[config.mk]
export PLATFORM = sky130hd
export DESIGN_NAME = counter_priority_task_scheduler_unit
export DESIGN_NICKNAME = d
export VERILOG_FILES = /design/src/cpts_pkg.sv /design/src/counter_priority_task_scheduler_unit.sv
export SDC_FILE = /design/constraint.sdc
export NUM_CORES = 1
export LEC_CHECK = 0
export BUFFER_PORTS_ARGS = -buffer_cell sky130_fd_sc_hd__clkbuf_2
export CAP_MARGIN = 20
export CORE_MARGIN = 4
export CORE_UTILIZATION = 51
export DETAILED_ROUTE_END_ITERATION = 10
export PLACE_DENSITY_LB_ADDON = 0.15
export RECOVER_POWER = 25
export SLEW_MARGIN = 10
export SYNTH_ARGS = -nofsm -noshare
export SYNTH_HDL_FRONTEND = slang
export SYNTH_SLANG_ARGS = --single-unit
[constraint.sdc]
create_clock -name clk -period 5.1 [get_ports clk]
set_clock_uncertainty 0.2 [all_clocks]
set_input_delay 0.51 -clock clk [delete_from_list [all_inputs] [get_ports clk]]
set_output_delay 0.51 -clock clk [all_outputs]
set_load 0.005 [all_outputs]
[src/cpts_pkg.sv]
// Package with the constants, codes and state type of the task scheduler.
package cpts_pkg;

    // Slot table geometry and field widths.
    localparam int NUM_TASKS = 16;
    localparam int IDX_W     = 4;
    localparam int PRIO_W    = 4;

    // Priorities are saturated into 1..MAX_PRIORITY on a slot write.
    localparam logic [PRIO_W-1:0] MAX_PRIORITY = 4'd15;
    localparam logic [PRIO_W-1:0] MIN_PRIORITY = 4'd1;

    // Slot indexes used by the sequencer.
    localparam logic [IDX_W-1:0] IDLE_SLOT  = '0;
    localparam logic [IDX_W-1:0] FIRST_SLOT = IDX_W'(1);
    localparam logic [IDX_W-1:0] LAST_SLOT  = IDX_W'(NUM_TASKS - 1);

    // Operation codes of an input beat.
    localparam logic OP_TICK  = 1'b0;
    localparam logic OP_WRITE = 1'b1;

    // Sequencer states.
    typedef enum logic [4:0] {
        S_IDLE   = 5'b00001,
        S_DEC    = 5'b00010,
        S_SCAN   = 5'b00100,
        S_RELOAD = 5'b01000,
        S_FIN    = 5'b10000
    } state_t;

endpackage

[src/counter_priority_task_scheduler_unit.sv]
// Top level of the time-slice task scheduler: slot table, sequencer and result register.
//
// The block holds sixteen task slots in flip-flops and answers every input beat with one
// result beat. A slot write passes through the finish state to the result register. A
// tick that leaves the running task's slice above zero passes through the decrement and
// finish states. A tick that schedules walks the slot table through a single compare unit,
// one slot per cycle, and may follow the scan with a counter reload and a second scan. The
// input side is ready only while the sequencer is idle; a finished result may wait in the
// output register while the next beat is accepted.
module counter_priority_task_scheduler_unit (
    input  logic                         clk,
    input  logic                         rst_n,
    input  logic                         item_valid,
    output logic                         item_ready,
    input  logic                         operation,
    input  logic [cpts_pkg::IDX_W-1:0]   task_index,
    input  logic                         present,
    input  logic                         runnable,
    input  logic [cpts_pkg::PRIO_W-1:0]  priority_req,
    output logic                         result_valid,
    input  logic                         result_ready,
    output logic [cpts_pkg::IDX_W-1:0]   current_task,
    output logic                         switched,
    output logic                         reloaded,
    output logic [cpts_pkg::PRIO_W-1:0]  current_counter
);

    // Slot table.
    logic                          present_reg   [cpts_pkg::NUM_TASKS];
    logic                          runnable_reg  [cpts_pkg::NUM_TASKS];
    logic [cpts_pkg::PRIO_W-1:0]   priority_reg  [cpts_pkg::NUM_TASKS];
    logic [cpts_pkg::PRIO_W-1:0]   counter_reg   [cpts_pkg::NUM_TASKS];

    // Sequencer and scan registers.
    cpts_pkg::state_t              state_reg;
    logic [cpts_pkg::IDX_W-1:0]    ptr_reg;
    logic [cpts_pkg::IDX_W-1:0]    running_reg;
    logic [cpts_pkg::IDX_W-1:0]    before_reg;
    logic                          refill_reg;
    logic                          found_reg;
    logic [cpts_pkg::PRIO_W-1:0]   best_reg;
    logic [cpts_pkg::IDX_W-1:0]    pick_reg;

    // Result register.
    logic                          result_valid_reg;
    logic [cpts_pkg::IDX_W-1:0]    current_task_reg;
    logic                          switched_reg;
    logic                          reloaded_reg;
    logic [cpts_pkg::PRIO_W-1:0]   current_counter_reg;

    logic                          item_beat;
    logic                          write_ok;
    logic [cpts_pkg::PRIO_W-1:0]   prio_sat;
    logic [cpts_pkg::PRIO_W-1:0]   cnt_rd;
    logic [cpts_pkg::PRIO_W-1:0]   cnt_dec;
    logic                          cand;
    logic                          found_next;
    logic [cpts_pkg::PRIO_W-1:0]   best_next;
    logic [cpts_pkg::IDX_W-1:0]    pick_next;
    logic                          out_free;

    assign item_ready = (state_reg == cpts_pkg::S_IDLE);
    assign item_beat  = item_valid && item_ready;
    assign out_free   = !result_valid_reg || result_ready;

    // Write qualification and priority saturation.
    assign write_ok = (task_index != cpts_pkg::IDLE_SLOT)
                   && ({1'b0, task_index} < (cpts_pkg::IDX_W + 1)'(cpts_pkg::NUM_TASKS));
    always_comb
    begin
        prio_sat = priority_req;
        if (priority_req < cpts_pkg::MIN_PRIORITY)
        begin
            prio_sat = cpts_pkg::MIN_PRIORITY;
        end
        else if (priority_req > cpts_pkg::MAX_PRIORITY)
        begin
            prio_sat = cpts_pkg::MAX_PRIORITY;
        end
    end

    // Single read port of the counter table and the saturating decrement.
    assign cnt_rd  = counter_reg[ptr_reg];
    assign cnt_dec = (cnt_rd != '0) ? (cnt_rd - 1'b1) : cnt_rd;

    // Shared compare unit: larger-or-equal counter wins, so ties go to the lower slot.
    assign cand = present_reg[ptr_reg] && runnable_reg[ptr_reg]
               && (!found_reg || (cnt_rd >= best_reg));
    assign found_next = found_reg || cand;
    assign best_next  = cand ? cnt_rd : best_reg;
    assign pick_next  = cand ? ptr_reg : pick_reg;

    // Sequencer.
    always_ff @(posedge clk or negedge rst_n)
    begin
        if (!rst_n)
        begin
            state_reg   <= cpts_pkg::S_IDLE;
            ptr_reg     <= cpts_pkg::IDLE_SLOT;
            running_reg <= cpts_pkg::IDLE_SLOT;
            before_reg  <= cpts_pkg::IDLE_SLOT;
            refill_reg  <= 1'b0;
            found_reg   <= 1'b0;
            best_reg    <= '0;
            pick_reg    <= cpts_pkg::IDLE_SLOT;
        end
        else
        begin
            unique case (state_reg)
                cpts_pkg::S_IDLE:
                begin
                    if (item_beat)
                    begin
                        before_reg <= running_reg;
                        refill_reg <= 1'b0;
                        found_reg  <= 1'b0;
                        pick_reg   <= cpts_pkg::IDLE_SLOT;
                        if (operation == cpts_pkg::OP_WRITE)
                        begin
                            ptr_reg   <= running_reg;
                            state_reg <= cpts_pkg::S_FIN;
                        end
                        else if (running_reg == cpts_pkg::IDLE_SLOT)
                        begin
                            ptr_reg   <= cpts_pkg::LAST_SLOT;
                            state_reg <= cpts_pkg::S_SCAN;
                        end
                        else
                        begin
                            ptr_reg   <= running_reg;
                            state_reg <= cpts_pkg::S_DEC;
                        end
                    end
                end
                cpts_pkg::S_DEC:
                begin
                    // Slice ran out: schedule, otherwise report the running task.
                    if (cnt_dec == '0)
                    begin
                        ptr_reg   <= cpts_pkg::LAST_SLOT;
                        state_reg <= cpts_pkg::S_SCAN;
                    end
                    else
                    begin
                        state_reg <= cpts_pkg::S_FIN;
                    end
                end
                cpts_pkg::S_SCAN:
                begin
                    found_reg <= found_next;
                    best_reg  <= best_next;
                    pick_reg  <= pick_next;
                    if (ptr_reg == cpts_pkg::FIRST_SLOT)
                    begin
                        if (found_next && (best_next == '0) && !refill_reg)
                        begin
                            ptr_reg   <= cpts_pkg::FIRST_SLOT;
                            state_reg <= cpts_pkg::S_RELOAD;
                        end
                        else
                        begin
                            running_reg <= found_next ? pick_next : cpts_pkg::IDLE_SLOT;
                            ptr_reg     <= found_next ? pick_next : cpts_pkg::IDLE_SLOT;
                            state_reg   <= cpts_pkg::S_FIN;
                        end
                    end
                    else
                    begin
                        ptr_reg <= ptr_reg - 1'b1;
                    end
                end
                cpts_pkg::S_RELOAD:
                begin
                    if (ptr_reg == cpts_pkg::LAST_SLOT)
                    begin
                        refill_reg <= 1'b1;
                        found_reg  <= 1'b0;
                        pick_reg   <= cpts_pkg::IDLE_SLOT;
                        state_reg  <= cpts_pkg::S_SCAN;
                    end
                    else
                    begin
                        ptr_reg <= ptr_reg + 1'b1;
                    end
                end
                cpts_pkg::S_FIN:
                begin
                    if (out_free)
                    begin
                        state_reg <= cpts_pkg::S_IDLE;
                    end
                end
                default:
                begin
                    state_reg <= cpts_pkg::S_IDLE;
                end
            endcase
        end
    end

    // Slot table writes: slot writes, decrement and reload sweep share one write port.
    always_ff @(posedge clk or negedge rst_n)
    begin
        if (!rst_n)
        begin
            for (int i = 0; i < cpts_pkg::NUM_TASKS; i++)
            begin
                present_reg[i]  <= 1'b0;
                runnable_reg[i] <= 1'b0;
                priority_reg[i] <= cpts_pkg::MIN_PRIORITY;
                counter_reg[i]  <= '0;
            end
        end
        else
        begin
            if (item_beat && (operation == cpts_pkg::OP_WRITE) && write_ok)
            begin
                present_reg[task_index]  <= present;
                runnable_reg[task_index] <= runnable;
                priority_reg[task_index] <= prio_sat;
                counter_reg[task_index]  <= '0;
            end
            else if (state_reg == cpts_pkg::S_DEC)
            begin
                counter_reg[ptr_reg] <= cnt_dec;
            end
            else if ((state_reg == cpts_pkg::S_RELOAD) && present_reg[ptr_reg])
            begin
                counter_reg[ptr_reg] <= priority_reg[ptr_reg];
            end
        end
    end

    // Result register: loaded when the sequencer finishes and the slot is free.
    always_ff @(posedge clk or negedge rst_n)
    begin
        if (!rst_n)
        begin
            result_valid_reg    <= 1'b0;
            current_task_reg    <= cpts_pkg::IDLE_SLOT;
            switched_reg        <= 1'b0;
            reloaded_reg        <= 1'b0;
            current_counter_reg <= '0;
        end
        else
        begin
            if ((state_reg == cpts_pkg::S_FIN) && out_free)
            begin
                result_valid_reg    <= 1'b1;
                current_task_reg    <= running_reg;
                switched_reg        <= (running_reg != before_reg);
                reloaded_reg        <= refill_reg;
                current_counter_reg <= cnt_rd;
            end
            else if (result_ready)
            begin
                result_valid_reg <= 1'b0;
            end
        end
    end

    assign result_valid    = result_valid_reg;
    assign current_task    = current_task_reg;
    assign switched        = switched_reg;
    assign reloaded        = reloaded_reg;
    assign current_counter = current_counter_reg;

    // The idle task never holds a slice.
    a_idle_counter_zero: assert property (@(posedge clk) disable iff (!rst_n)
        (result_valid && (current_task == cpts_pkg::IDLE_SLOT)) |-> (current_counter == '0))
        else $error("idle task reported with a nonzero counter");

    // Counters are reloaded at most once per beat.
    a_single_reload: assert property (@(posedge clk) disable iff (!rst_n)
        (state_reg == cpts_pkg::S_RELOAD) |-> !refill_reg)
        else $error("second counter reload within one beat");

    // An accepted beat keeps the input side busy on the next cycle.
    a_busy_after_beat: assert property (@(posedge clk) disable iff (!rst_n)
        item_beat |=> !item_ready)
        else $error("input ready right after an accepted beat");

endmodule

== Word level (Yosys, flattened, before mapping) ==
Cells that the tools add are included.

* $add $sub $neg: 3
* Multipliers: 0
* Div/mod/pow operators: 0
* Magnitude comparators: 7
* Equal/unequal tests: 14
* Shift operators: 0
* Mux-type cells: 59
* Bitwise gates (word level): 5
* Reduce and logical (&&, ||, !) cells: 33

{| class="wikitable"
|+ Operators with widths
! kind !! number
|-
| 64-bit bitwise mux || 3
|-
| 64-bit 2-to-1 mux || 3
|-
| 4-bit 2-to-1 mux || 21
|-
| 64-bit bitwise AND || 1
|-
| 64-bit NOT || 1
|-
| 5-bit 2-to-1 mux || 7
|-
| 4-bit binary-select mux with 4-bit select || 2
|-
| 16-bit bitwise mux || 2
|-
| 4-bit demux with 4-bit select || 2
|-
| 5-bit one-hot mux with 5 select lines || 1
|-
| 4-bit one-hot mux with 4 select lines || 1
|-
| 4-bit zero test || 3
|-
| 4-bit one-hot mux with 3 select lines || 1
|-
| 4-bit nonzero test || 3
|-
| 1-bit logical AND || 11
|-
| 5-bit greater-or-equal comparator (second input constant) || 2
|-
| 5-bit by 1-bit less-than comparator with 1-bit output (second input constant) || 2
|-
| 1-bit 2-to-1 mux || 10
|-
| 2-bit inequality test (second input constant) || 5
|-
| 4-bit NOT with 5-bit output || 2
|-
| 3-bit AND reduction || 3
|-
| 1-bit binary-select mux with 4-bit select || 2
|-
| 4-bit AND reduction || 2
|-
| 4-bit by 1-bit subtractor with 4-bit output (second input constant) || 2
|-
| 23 further kinds || 29
|}

* Register bits: 198
* Bits in latches: 0
* RAM bits: 0
* Bits in read-only memories: 0
* Bits of input ports: 15
* Output and inout port bits: 12
* Word-level logic and storage cells: 198
* Memories kept: 0

== Logic depth before layout (Yosys ltp) ==
Gate-level depths: netlist of the first run.

* Word-level depth: 14
* Mapped depth: 14
* Gate-level depth less buffers: 11

== Least setup slack after synthesis of the first run ==
No wires, ideal clock.

* Path kind: reg2reg
* Start: register ptr_reg[0] in the netlist's numbering
* End: register running_reg[2] in the netlist's numbering
* Setup time: 122 ps
* Arrival: 3359 ps
* Data required time: 4778 ps
* Path slack: 1420 ps
* Cell stages (with the launch flop): 13
* Buffers on the path: 2
* Period minus slack after synthesis: 3680 ps
* Cells stage by stage: dfrtp_1 > buf_2 > buf_6 > mux4_2 > a22oi_1 > nand2_1 > ha_1 > a21oi_1 > o211ai_1 > and3_1 > mux2i_2 > nand2_1 > a32o_1

* Longest elaborated chain between the ends: 13
* Elaborated cells between the ends (all ways): 24
* Those cells by class: order compare: 1; eq/ne: 1; mux: 12; bitwise: 2; reduce/logical: 8

{| class="wikitable"
|+ RTL lines
! element !! RTL line !! text
|-
| start: declaration || counter_priority_task_scheduler_unit.sv:36 || <nowiki>logic [cpts_pkg::IDX_W-1:0] ptr_reg;</nowiki>
|-
| start signal: assignment || counter_priority_task_scheduler_unit.sv:99 || <nowiki>ptr_reg <= cpts_pkg::IDLE_SLOT;</nowiki>
|-
| start signal: assignment || counter_priority_task_scheduler_unit.sv:120 || <nowiki>ptr_reg <= running_reg;</nowiki>
|-
| start signal: assignment || counter_priority_task_scheduler_unit.sv:125 || <nowiki>ptr_reg <= cpts_pkg::LAST_SLOT;</nowiki>
|-
| 4-bit NOT with 5-bit output (not written as such) * || counter_priority_task_scheduler_unit.sv:83 || <nowiki>assign cnt_rd = counter_reg[ptr_reg];</nowiki>
|-
| 4-bit binary-select mux with 4-bit select * || counter_priority_task_scheduler_unit.sv:83 ||
|-
| 4-bit 2-to-1 mux (not written as such) * (2 in a row) || counter_priority_task_scheduler_unit.sv:83 ||
|-
| via cnt_rd, one bit || counter_priority_task_scheduler_unit.sv:54 || <nowiki>logic [cpts_pkg::PRIO_W-1:0] cnt_rd;</nowiki>
|-
| 4-bit greater-or-equal comparator || counter_priority_task_scheduler_unit.sv:88 || <nowiki>&& (!found_reg || (cnt_rd >= best_reg));</nowiki>
|-
| 1-bit logical OR || counter_priority_task_scheduler_unit.sv:88 ||
|-
| 1-bit logical AND || counter_priority_task_scheduler_unit.sv:88 ||
|-
| 4-bit 2-to-1 mux || counter_priority_task_scheduler_unit.sv:90 || <nowiki>assign best_next = cand ? cnt_rd : best_reg;</nowiki>
|-
| 4-bit zero test || counter_priority_task_scheduler_unit.sv:155 || <nowiki>if (found_next && (best_next == '0) && !refill_reg)</nowiki>
|-
| 1-bit logical AND (2 in a row) || counter_priority_task_scheduler_unit.sv:155 ||
|-
| 1-bit NOT (no line) || - ||
|-
| 3-bit AND reduction (no line) || - ||
|-
| end signal: assignment || counter_priority_task_scheduler_unit.sv:100 || <nowiki>running_reg <= cpts_pkg::IDLE_SLOT;</nowiki>
|-
| end signal: assignment || counter_priority_task_scheduler_unit.sv:162 || <nowiki>running_reg <= found_next ? pick_next : cpts_pkg::IDLE_SLOT;</nowiki>
|-
| end: declaration || counter_priority_task_scheduler_unit.sv:37 || <nowiki>logic [cpts_pkg::IDX_W-1:0] running_reg;</nowiki>
|}

The timed path passes the listed nets; every way through them passes the cells marked *. The select of a mux whose other input is x is not followed.
A chain may end at the register's enable or synchronous reset.

== Worst setup path after layout of the first run ==
* Start: register ptr_reg[1] in the netlist's numbering
* End: register ptr_reg[1] in the netlist's numbering

* Longest elaborated chain between the ends: 14
* Elaborated cells between the ends (all ways): 36
* Those cells by class: add/sub: 3; order compare: 1; eq/ne: 4; mux: 17; bitwise: 1; reduce/logical: 10

{| class="wikitable"
|+ RTL lines
! element !! RTL line !! text
|-
| 4-bit NOT with 5-bit output (not written as such) * || counter_priority_task_scheduler_unit.sv:83 ||
|-
| 4-bit binary-select mux with 4-bit select * || counter_priority_task_scheduler_unit.sv:83 ||
|-
| 4-bit 2-to-1 mux (not written as such) * (2 in a row) || counter_priority_task_scheduler_unit.sv:83 ||
|-
| via cnt_rd, one bit || counter_priority_task_scheduler_unit.sv:54 ||
|-
| 4-bit greater-or-equal comparator || counter_priority_task_scheduler_unit.sv:88 ||
|-
| 1-bit logical OR || counter_priority_task_scheduler_unit.sv:88 ||
|-
| 1-bit logical AND || counter_priority_task_scheduler_unit.sv:88 ||
|-
| 4-bit 2-to-1 mux || counter_priority_task_scheduler_unit.sv:90 ||
|-
| 4-bit zero test || counter_priority_task_scheduler_unit.sv:155 ||
|-
| 1-bit logical AND (2 in a row) || counter_priority_task_scheduler_unit.sv:155 ||
|-
| 4-bit 2-to-1 mux || counter_priority_task_scheduler_unit.sv:155 ||
|-
| 4-bit 2-to-1 mux || counter_priority_task_scheduler_unit.sv:153 || <nowiki>if (ptr_reg == cpts_pkg::FIRST_SLOT)</nowiki>
|-
| 4-bit one-hot mux with 4 select lines || counter_priority_task_scheduler_unit.sv:109 || <nowiki>unique case (state_reg)</nowiki>
|}

Marks and branches as above.

==> impl_metrics.py, run 1 <==
metrics = {
    "run_status": {
        "status": "finished, violations left",
        "violations": "max-capacitance violations, max-slew violations",
    },
    "clock_network": {
        "hold_buffers": 0,
        "cts_setup_buffers": 0,
        "cts_tree": "built",
        "numCtsBuffers": 17,
        "insertion_delay_ns": 0.44,
        "htree_num_levels": 4,
        "clock-root-buffer": "clkbuf_16",
        "ctsResizeCount": 0,
        "clk_pin_slew_worst_paths_ns": 0.07,
        "clockBufferDepth": 2,
        "numClockSinks": 198,
    },
    "critical_path": {
        "r2r_setup_slack_ns": 0.58,
        "path_max_fanout": 19,
        "start_kind": "flop",
        "slowest_delay_ns": 0.69,
        "r2r-end": "ptr_reg[1]",
        "worstPathCellList": "buf_4 -> mux4_2 -> a22oi_1 -> nand2_1 -> ha_1 -> a21oi_1 -> o211ai_1 -> and3_1 -> mux2i_2 -> nand3_2 -> a221oi_2",
        "crit_type": "flop to flop",
        "crit_required_ns": 5.22,
        "worstSetupStartpoint": "ptr_reg[1]",
        "crit_path_end": "ptr_reg[1]",
        "endpoint_kind": "flop",
        "cp.arrival_ns": 4.64,
        "r2r_cells": 11,
        "slowest_stage": "dfrtp_2",
        "reg2reg_from": "ptr_reg[1]",
    },
    "die": {
        "fp-row-count": 50,
        "fp.dieArea_um2": 21400,
        "initial_core_util_pct": 52.0,
        "die_h_um": 146,
        "num_io_pins": 27,
        "die_width_um": 146,
        "core_um2": 18800,
    },
    "cells_and_area": {
        "final_cell_area_um2": 10700,
        "area_growth_pct": 9.23,
        "finalNetCount": 819,
        "n_antenna_cell": 0,
        "drive_above_1_share_pct": 28.9,
    },
    "grt": {
        "grt_max_degree": 104,
        "overflow": 0,
        "grt.total_usage_pct": 22.8,
        "grt_pass1_wl_um": 37800,
        "antenna_found_initial": 0,
        "grt_pass1_vias": 6642,
    },
    "synthesis": {
        "synthesis.nets": 816,
        "yosys_warnings": 0,
        "synthTopCellsByArea": "dfrtp_1 (46%), mux4_2 (10%), mux2_2 (10%)",
        "syn_area_um2": 9760,
        "synth_top_cell_by_area": "dfrtp_1",
        "netlist.area_leader.share_pct": 46.4,
        "ys_types": 60,
        "ys_seq_elements": 198,
        "async_reset_ff_share_pct": 100,
        "synth_edf_count": 0,
        "ys_seq_area_share_pct": 51.0,
        "synth.avg_cell_area_um2": 12.3,
        "synth_ff_type": "dfrtp_1",
        "synthCells": 791,
    },
    "place": {
        "port_buffers": 26,
        "hpwl_um": 16600,
        "place_congestion": 0.906,
        "place_area_um2": 10100,
    },
    "drt": {
        "via_per_inst": 6.16,
        "first_pass_iters": 5,
        "vias": 6409,
        "detail-route-antenna-nets": 0,
        "drcViolationCount": 0,
        "dr.first_iter.drc_count": 522,
        "wl_per_cell_um": 22.6,
        "wl_um": 23500,
    },
    "sta": {
        "hold_violations": 0,
        "slew_viol_final": 104,
        "tns_ns": 0,
        "tightest_slew_ns": 2.61,
        "min_period_ns": 4.52,
        "finalSetupViolCount": 0,
        "rsz0062_at_grt": "no",
        "whs_ns": 0.152,
        "fmax_mhz": 221,
        "post-route-period-util_pct": 88.7,
        "maxSlewHeadroom_pct": -74.3,
    },
    "run": {
        "maxCapViolCount": 1,
    },
    "worst_hold_path": {
        "hold_class": "primary input to flop",
    },
    "pwr": {
        "peakVddDrop_mv": 0.237,
        "p_total_uw": 5820,
        "powerDensity_nw_per_um2": 546,
        "power.leakage_uw": 0.00520,
    },
}
[cells in the mapped netlist, types with 2 or more instances]
library cell  instances
dfrtp_1             181
nand2_1             116
mux2_2               87
mux2i_1              68
mux4_2               45
clkbuf_1             40
o21ai_0              30
nand3_1              26
nor2_1               18
dfstp_2              17
a21oi_1              12
inv_1                12
buf_2                11
ha_1                 10
a22oi_1               8
nor2b_1               8
nor3_1                8
a22o_1                7
nor4_1                7
nand2b_1              5
a31oi_1               4
and2_1                4
and3_1                4
o22ai_1               4
xor2_1                4
a32oi_1               3
buf_6                 3
inv_2                 3
nor3b_1               3
o211ai_1              3
o31ai_1               3
a211oi_1              2
mux2i_2               2
nand3b_1              2
nand4_1               2
o21a_1                2
o21ai_1               2
o21bai_1              2
xnor2_1               2
[cells in the final DEF, fill, tap and decap left out, types with 5 or more instances in the layout]
cell       Yosys  layout
dfrtp_1      181     179
nand2_1      116     116
mux2_2        87      87
mux2i_1       68      68
mux4_2        45      45
o21ai_0       30      30
nand3_1       26      26
clkbuf_2       1      26
nor2_1        18      18
clkbuf_16      0      17
dfstp_2       17      17
buf_4          0      13
inv_1         12      12
a21oi_1       12      12
ha_1          10      10
nor2b_1        8       8
a22oi_1        8       8
nor3_1         8       8
a22o_1         7       7
nor4_1         7       7
nand2b_1       5       5
inv_8          0       5
[report_power, final]
part	internal (µW)	switching [µW]
Combinational	974	1150
Clock	704	667
Sequential	2010	315
[kinds of logic after synthesis]
logic type | after synthesis | share of synthesized area (%)
flip-flops | 198 | 51.0
multiplexers | 203 | 27.8
AO/OA/AOI/OAI | 93 | 6.45
AND/OR/NAND/NOR | 210 | 9.82
adder cells (fa/ha/maj) | 10 | 1.28
buffers and inverters | 71 | 3.12
XOR/XNOR | 6 | 0.539
[per-layer routing]
layer	track usage (%)	share of wire, %
met5	0	0
met4	7.57	2.7
met3	4.56	4.8
met2	37.0	50
met1	31.2	43
[layout make-up]
cell class	instances	area, µm²
Fill cell	1536	8110
Tap cell	234	293
Sequential cell	198	4980
Clock buffer	17	425
Timing Repair Buffer	40	248
Clock inverter	15	180
Inverter	15	56.3
Multi-Input combinational cell	522	4480
[per-stage QoR]
stage | cells | utilization [%] | setup WS [ns]
4_1_cts | 1041 | 56.8 | 0.666
3_5_place_dp | 1009 | 53.6 | 0.729
2_1_floorplan | 791 | - | 1.42
5_1_grt | 1041 | 56.8 | 0.435
6_report | 1041 | 56.8 | 0.576
3_3_place_gp | 1008 | 53.6 | 0.793
[worst min path at each step]
stage | start | end | slack (ns) | depth (start not counted)
floorplan | rst_n | before_reg[0] | 0.01 | 0
global placement | priority_reg[60] | priority_reg[60] | 0.16 | 0
detailed placement | priority_reg[60] | priority_reg[60] | 0.16 | 0
CTS | rst_n | counter_reg[62] | 0.009 | 1
global route | item_valid | state_reg[0] | 0.15 | 2
finish | item_valid | state_reg[0] | 0.15 | 2
[worst max-delay path: cells and delay by family, from the launching register on]
kind / cells / cell delay, ns
flops: 1 / 0.69
buf+inv: 1 / 0.35
compound gates: 4 / 1.14
mux: 2 / 0.83
fa+ha+maj: 1 / 0.41
simple gates: 3 / 0.77
(Power assumes the default switching activity.)
==> run 2, diff against run 1 <==
--- a/config.mk
+++ b/config.mk
@@ -8,7 +8,7 @@
 export BUFFER_PORTS_ARGS = -buffer_cell sky130_fd_sc_hd__clkbuf_2
 export CAP_MARGIN = 20
 export CORE_MARGIN = 4
-export CORE_UTILIZATION = 51
+export CORE_UTILIZATION = 41
 export DETAILED_ROUTE_END_ITERATION = 10
 export PLACE_DENSITY_LB_ADDON = 0.15
 export RECOVER_POWER = 25
==> run 2 against run 1 <==
Compared with the run above:
- the run still ends with max-capacitance violations, max-slew violations left
- core utilization decreased by 11 points
- global-route usage decreased by 2.8 points
- power hardly changed
- non-clock buffer count stayed put
- wire length is 7.0% higher
- critical endpoint is now running_reg[2]
- largest cell class unchanged
- largest power group unchanged
==> impl_metrics.py, run 2 (synthesis results as in run 1) <==
metrics = {
    "sta": {
        "slew_viol_final": 117,
        "tns_ns": 0,
        "maxSlewHeadroom_pct": -101,
        "setup_ws_ns": 0.733,
        "finalSetupViolCount": 0,
        "tightest_slew_ns": 3.02,
        "post-route-period-util_pct": 85.6,
        "fmax_mhz": 229,
        "min_period_ns": 4.37,
        "rsz0062_at_grt": "no",
        "hold_violations": 0,
    },
    "cells_and_area": {
        "n_antenna_cell": 0,
        "fin_cells": 1126,
        "final_core_util_pct": 45.9,
        "drive_above_1_share_pct": 28.7,
        "layout_common_cells": "dfrtp_1 (179), nand2_1 (116), mux2_2 (87), mux2i_1 (68), mux4_2 (45)",
        "finalNetCount": 819,
        "final_common_cell": "dfrtp_1",
        "area_growth_pct": 10.4,
    },
    "clock_network": {
        "cts_setup_buffers": 0,
        "clk_pin_slew_worst_paths_ns": 0.07,
        "htree_num_levels": 4,
        "ctsResizeCount": 0,
        "clock-root-buffer": "clkbuf_16",
        "hold_buffers": 0,
        "numCtsBuffers": 17,
        "insertion_delay_ns": 0.44,
        "cts_tree": "built",
        "numClockSinks": 198,
        "clockBufferDepth": 2,
    },
    "drt": {
        "drcViolationCount": 0,
        "dr.first_iter.drc_count": 473,
        "via_per_inst": 5.72,
        "first_pass_iters": 5,
        "vias": 6440,
        "detail-route-antenna-nets": 0,
        "wl_um": 25100,
        "wl_per_cell_um": 22.3,
    },
    "grt": {
        "antenna_found_initial": 1,
        "overflow": 0,
        "grt_max_degree": 118,
        "grt.total_usage_pct": 20.0,
        "grt_pass1_wl_um": 40200,
        "grt_pass1_vias": 6652,
    },
    "place": {
        "place_congestion": 0.854,
        "pre_cts_ws_ns": 0.794,
        "hpwl_um": 17200,
        "dp.cells": 1094,
        "port_buffers": 26,
    },
    "die": {
        "die_width_um": 162,
        "die_h_um": 162,
        "fp-row-count": 56,
        "initial_core_util_pct": 41.6,
        "core_um2": 23500,
        "num_io_pins": 27,
        "fp.dieArea_um2": 26300,
    },
    "pwr": {
        "peakVddDrop_mv": 0.250,
        "p_total_uw": 5820,
        "power.leakage_uw": 0.00521,
        "powerDensity_nw_per_um2": 540,
    },
    "critical_path": {
        "crit_required_ns": 5.23,
        "start_kind": "flop",
        "cp.arrival_ns": 4.50,
        "path_max_fanout": 29,
        "endpoint_kind": "flop",
        "crit_type": "flop to flop",
        "r2r_setup_slack_ns": 0.73,
    },
    "run": {
        "maxCapViolCount": 1,
    },
    "run_status": {
        "violations": "max-capacitance violations, max-slew violations",
        "status": "finished, violations left",
    },
    "worst_hold_path": {
        "hold_class": "primary input to flop",
    },
}
==> run 2: cell count changes in the layout (fill, tap and decap cells not counted) <==
| cell | previous run | this run |
|---|---|---|
| clkinv_8 | 3 | 4 |
| inv_8 | 5 | 2 |
| clkbuf_8 | 0 | 1 |
| clkinv_4 | 1 | 3 |
| clkbuf_1 | 0 | 1 |
| inv_6 | 1 | 2 |
| clkinvlp_4 | 3 | 0 |
==> run 2: worst max-delay path, cell delays in order (launching register included) <==
cell and delay (ns):
dfrtp_2 0.65, buf_4 0.52, mux4_2 0.37, a22o_1 0.24, nor2_1 0.24, inv_1 0.11
ha_1 0.29, a21oi_1 0.23, o211ai_1 0.16, and3_1 0.25, mux2i_2 0.51, nand2_1 0.20
a32o_1 0.25
==> run 2: routing by layer <==
metal  track usage (%)  up-vias  share of wire, %
met5                 0        -                 0
met4              4.19        0              0.84
met3              3.53       22               3.8
met2              33.3      152                51
met1              27.7     3381                44
li1                  -     2885                 -
==> run 2: worst paths after layout <==
check / startpoint / end / depth (start not counted)
worst min-delay path: item_valid / state_reg[0] / 2
worst max register to register: ptr_reg[1] / running_reg[2] / 12
max in group asynchronous: rst_n / ptr_reg[0] / 1
worst min register to register: priority_reg[60] / priority_reg[60] / 0
worst max-delay path: ptr_reg[1] / running_reg[2] / 12
min in group asynchronous: rst_n / counter_reg[57] / 1
==> run 2: cell type report <==
class | instances | area (µm²)
Inverter | 15 | 56.3
Multi-Input combinational cell | 522 | 4480
Timing Repair Buffer | 40 | 248
Sequential cell | 198 | 4980
Fill cell | 2115 | 12700
Clock buffer | 19 | 443
Clock inverter | 13 | 166
Tap cell | 319 | 399
==> run 2: per-stage QoR <==
step / hold slack [ns] / cell area [µm²]
floorplan: 0.0144 / 9760
global placement: 0.159 / 10200
detailed placement: 0.162 / 10200
CTS: 0.0511 / 10800
global route: 0.0987 / 10800
finish: 0.112 / 10800
==> run 2: report_power, final <==
part	switching [µW]	internal [µW]
Sequential	337	2010
Combinational	1130	970
Clock	656	715
==> run 3, diff against run 2 <==
--- a/config.mk
+++ b/config.mk
@@ -8,7 +8,7 @@
 export BUFFER_PORTS_ARGS = -buffer_cell sky130_fd_sc_hd__clkbuf_2
 export CAP_MARGIN = 20
 export CORE_MARGIN = 4
-export CORE_UTILIZATION = 41
+export CORE_UTILIZATION = 50
 export DETAILED_ROUTE_END_ITERATION = 10
 export PLACE_DENSITY_LB_ADDON = 0.15
 export RECOVER_POWER = 25
==> run 3 against run 2 <==
Compared with the run above:
- the flow still finishes with violations (max-capacitance violations, max-slew violations)
- first-iteration DRC count is 27% higher
- critical path depth stayed put
- via count rose by 0.56%
- wire length is 3.2% lower
- die area decreased by 17%
- combinational power about the same
- sequential share of layout area up 0.48 points
- core utilization grew 10 points
- register-to-register slack about the same
- maximum frequency about the same
- clock power hardly changed
- non-clock buffer count shrank 1
- critical endpoint is now ptr_reg[1]
- largest cell class unchanged
==> impl_metrics.py, run 3 (synthesis results as in run 1) <==
metrics = {
    "run_status": {
        "status": "finished, violations left",
        "violations": "max-capacitance violations, max-slew violations",
    },
    "die": {
        "fp.dieArea_um2": 21800,
        "num_io_pins": 27,
        "initial_core_util_pct": 51.5,
        "core_um2": 19000,
        "fp-row-count": 50,
        "die_width_um": 148,
        "die_h_um": 148,
    },
    "sta": {
        "hold_violations": 0,
        "rsz0062_at_grt": "no",
        "min_period_ns": 4.37,
        "tns_ns": 0,
        "post-route-period-util_pct": 85.7,
        "finalSetupViolCount": 0,
        "maxSlewHeadroom_pct": -90.2,
        "whs_ns": 0.122,
        "slew_viol_final": 113,
        "tightest_slew_ns": 2.85,
        "fmax_mhz": 229,
    },
    "place": {
        "port_buffers": 26,
        "hpwl_um": 16500,
        "place_area_um2": 10100,
        "place_congestion": 0.919,
    },
    "grt": {
        "antenna_found_initial": 0,
        "grt_max_degree": 113,
        "overflow": 0,
        "grt_pass1_vias": 6877,
        "grt.total_usage_pct": 23.4,
        "grt_pass1_wl_um": 39200,
    },
    "drt": {
        "via_per_inst": 6.08,
        "wl_per_cell_um": 22.8,
        "vias": 6476,
        "detail-route-antenna-nets": 0,
        "drcViolationCount": 0,
        "dr.first_iter.drc_count": 601,
        "first_pass_iters": 5,
        "wl_um": 24300,
    },
    "critical_path": {
        "critPathTopFamily": "compound AO/OA/AOI/OAI gates",
        "r2r_cells": 12,
        "endpoint_kind": "flop",
        "start_kind": "flop",
        "crit_type": "flop to flop",
        "slowest_stage": "dfrtp_2",
        "cp.arrival_ns": 4.50,
        "worstPathCellList": "buf_4 -> mux4_2 -> a22oi_1 -> o21a_1 -> inv_2 -> ha_1 -> nand2_1 -> o211ai_1 -> and3_1 -> mux2i_2 -> nand3_2 -> a221oi_2",
        "r2r_setup_slack_ns": 0.73,
        "slowest_delay_ns": 0.64,
        "path_max_fanout": 31,
        "crit_required_ns": 5.23,
        "critPathBufInv": 2,
        "r2r-end": "ptr_reg[1]",
        "reg2reg_from": "ptr_reg[1]",
    },
    "worst_hold_path": {
        "min_path_cells": 2,
        "worstHoldEndpoint": "state_reg[1]",
        "hold_class": "primary input to flop",
        "worstHoldStart": "operation",
    },
    "clock_network": {
        "ctsResizeCount": 0,
        "numClockSinks": 198,
        "clockBufferDepth": 2,
        "cts_tree": "built",
        "insertion_delay_ns": 0.45,
        "numCtsBuffers": 17,
        "clk_pin_slew_worst_paths_ns": 0.07,
        "htree_num_levels": 4,
        "clock-root-buffer": "clkbuf_16",
        "hold_buffers": 0,
        "cts_setup_buffers": 0,
    },
    "pwr": {
        "power.leakage_uw": 0.00520,
        "peakVddDrop_mv": 0.328,
        "powerDensity_nw_per_um2": 543,
    },
    "run": {
        "maxCapViolCount": 1,
    },
    "cells_and_area": {
        "finalNetCount": 818,
        "final_common_cell": "dfrtp_1",
        "n_antenna_cell": 0,
        "layout_common_cells": "dfrtp_1 (179), nand2_1 (116), mux2_2 (87), mux2i_1 (68), mux4_2 (45)",
        "final_cell_area_um2": 10700,
        "drive_above_1_share_pct": 28.5,
        "area_growth_pct": 9.23,
    },
}
## run 3: changes by cell type in the layout (fill, tap and decap cells not counted)
| cell | change |
|---|---|
| buf_6 | +1 |
| clkinv_8 | -2 |
| clkbuf_8 | -1 |
| inv_12 | +1 |
| clkinv_2 | +2 |
| dfstp_2 | -1 |
| buf_4 | -1 |
| clkinv_4 | -3 |
| inv_6 | +3 |
| buf_12 | -1 |
| dfstp_1 | +1 |
## run 3: how the worst max path moves through the flow
stage | from | to | cells after the start
2_1_floorplan | ptr_reg[0] | running_reg[2] | 12
3_3_place_gp | ptr_reg[1] | ptr_reg[1] | 12
3_5_place_dp | ptr_reg[1] | ptr_reg[1] | 12
4_1_cts | ptr_reg[1] | ptr_reg[1] | 12
5_1_grt | ptr_reg[1] | ptr_reg[1] | 12
6_report | ptr_reg[1] | ptr_reg[1] | 12
## run 3: per-stage QoR
stage	util [%]	std cells	total power [µW]	setup WS, ns
6_report	56.2	1066	5780	0.729
3_5_place_dp	53.2	1034	4430	0.819
4_1_cts	56.3	1066	5800	0.779
2_1_floorplan	-	791	3790	1.42
5_1_grt	56.2	1066	6120	0.417
3_3_place_gp	53.1	1032	4330	0.836
## run 3: area by class of cell
type | count | area [µm²]
well taps | 260 | 325
inverters | 15 | 56.3
flip-flops and latches | 198 | 4980
multi-input cells | 522 | 4480
repair buffers | 39 | 231
clock inverters | 14 | 160
fillers | 1554 | 8300
clock buffers | 18 | 429
## run 3: power breakdown
| part | switching (µW) | total, µW | internal [µW] | leakage (µW) |
|---|---|---|---|---|
| Sequential | 334 | 2340 | 2010 | 0.00263 |
| Combinational | 1110 | 2080 | 965 | 0.00227 |
| Clock | 665 | 1370 | 701 | 0.000292 |
| Total | 2110 | 5780 | 3670 | 0.00520 |
## run 3: metal layers
metal  track usage [%]  vias to the layer above  part of all wire, %
li1                  -                     2868                    -
met1              30.5                     3344                   43
met2              38.4                      224                   49
met3              6.01                       40                  5.8
met4              7.83                        0                  2.5
met5                 0                        -                    0
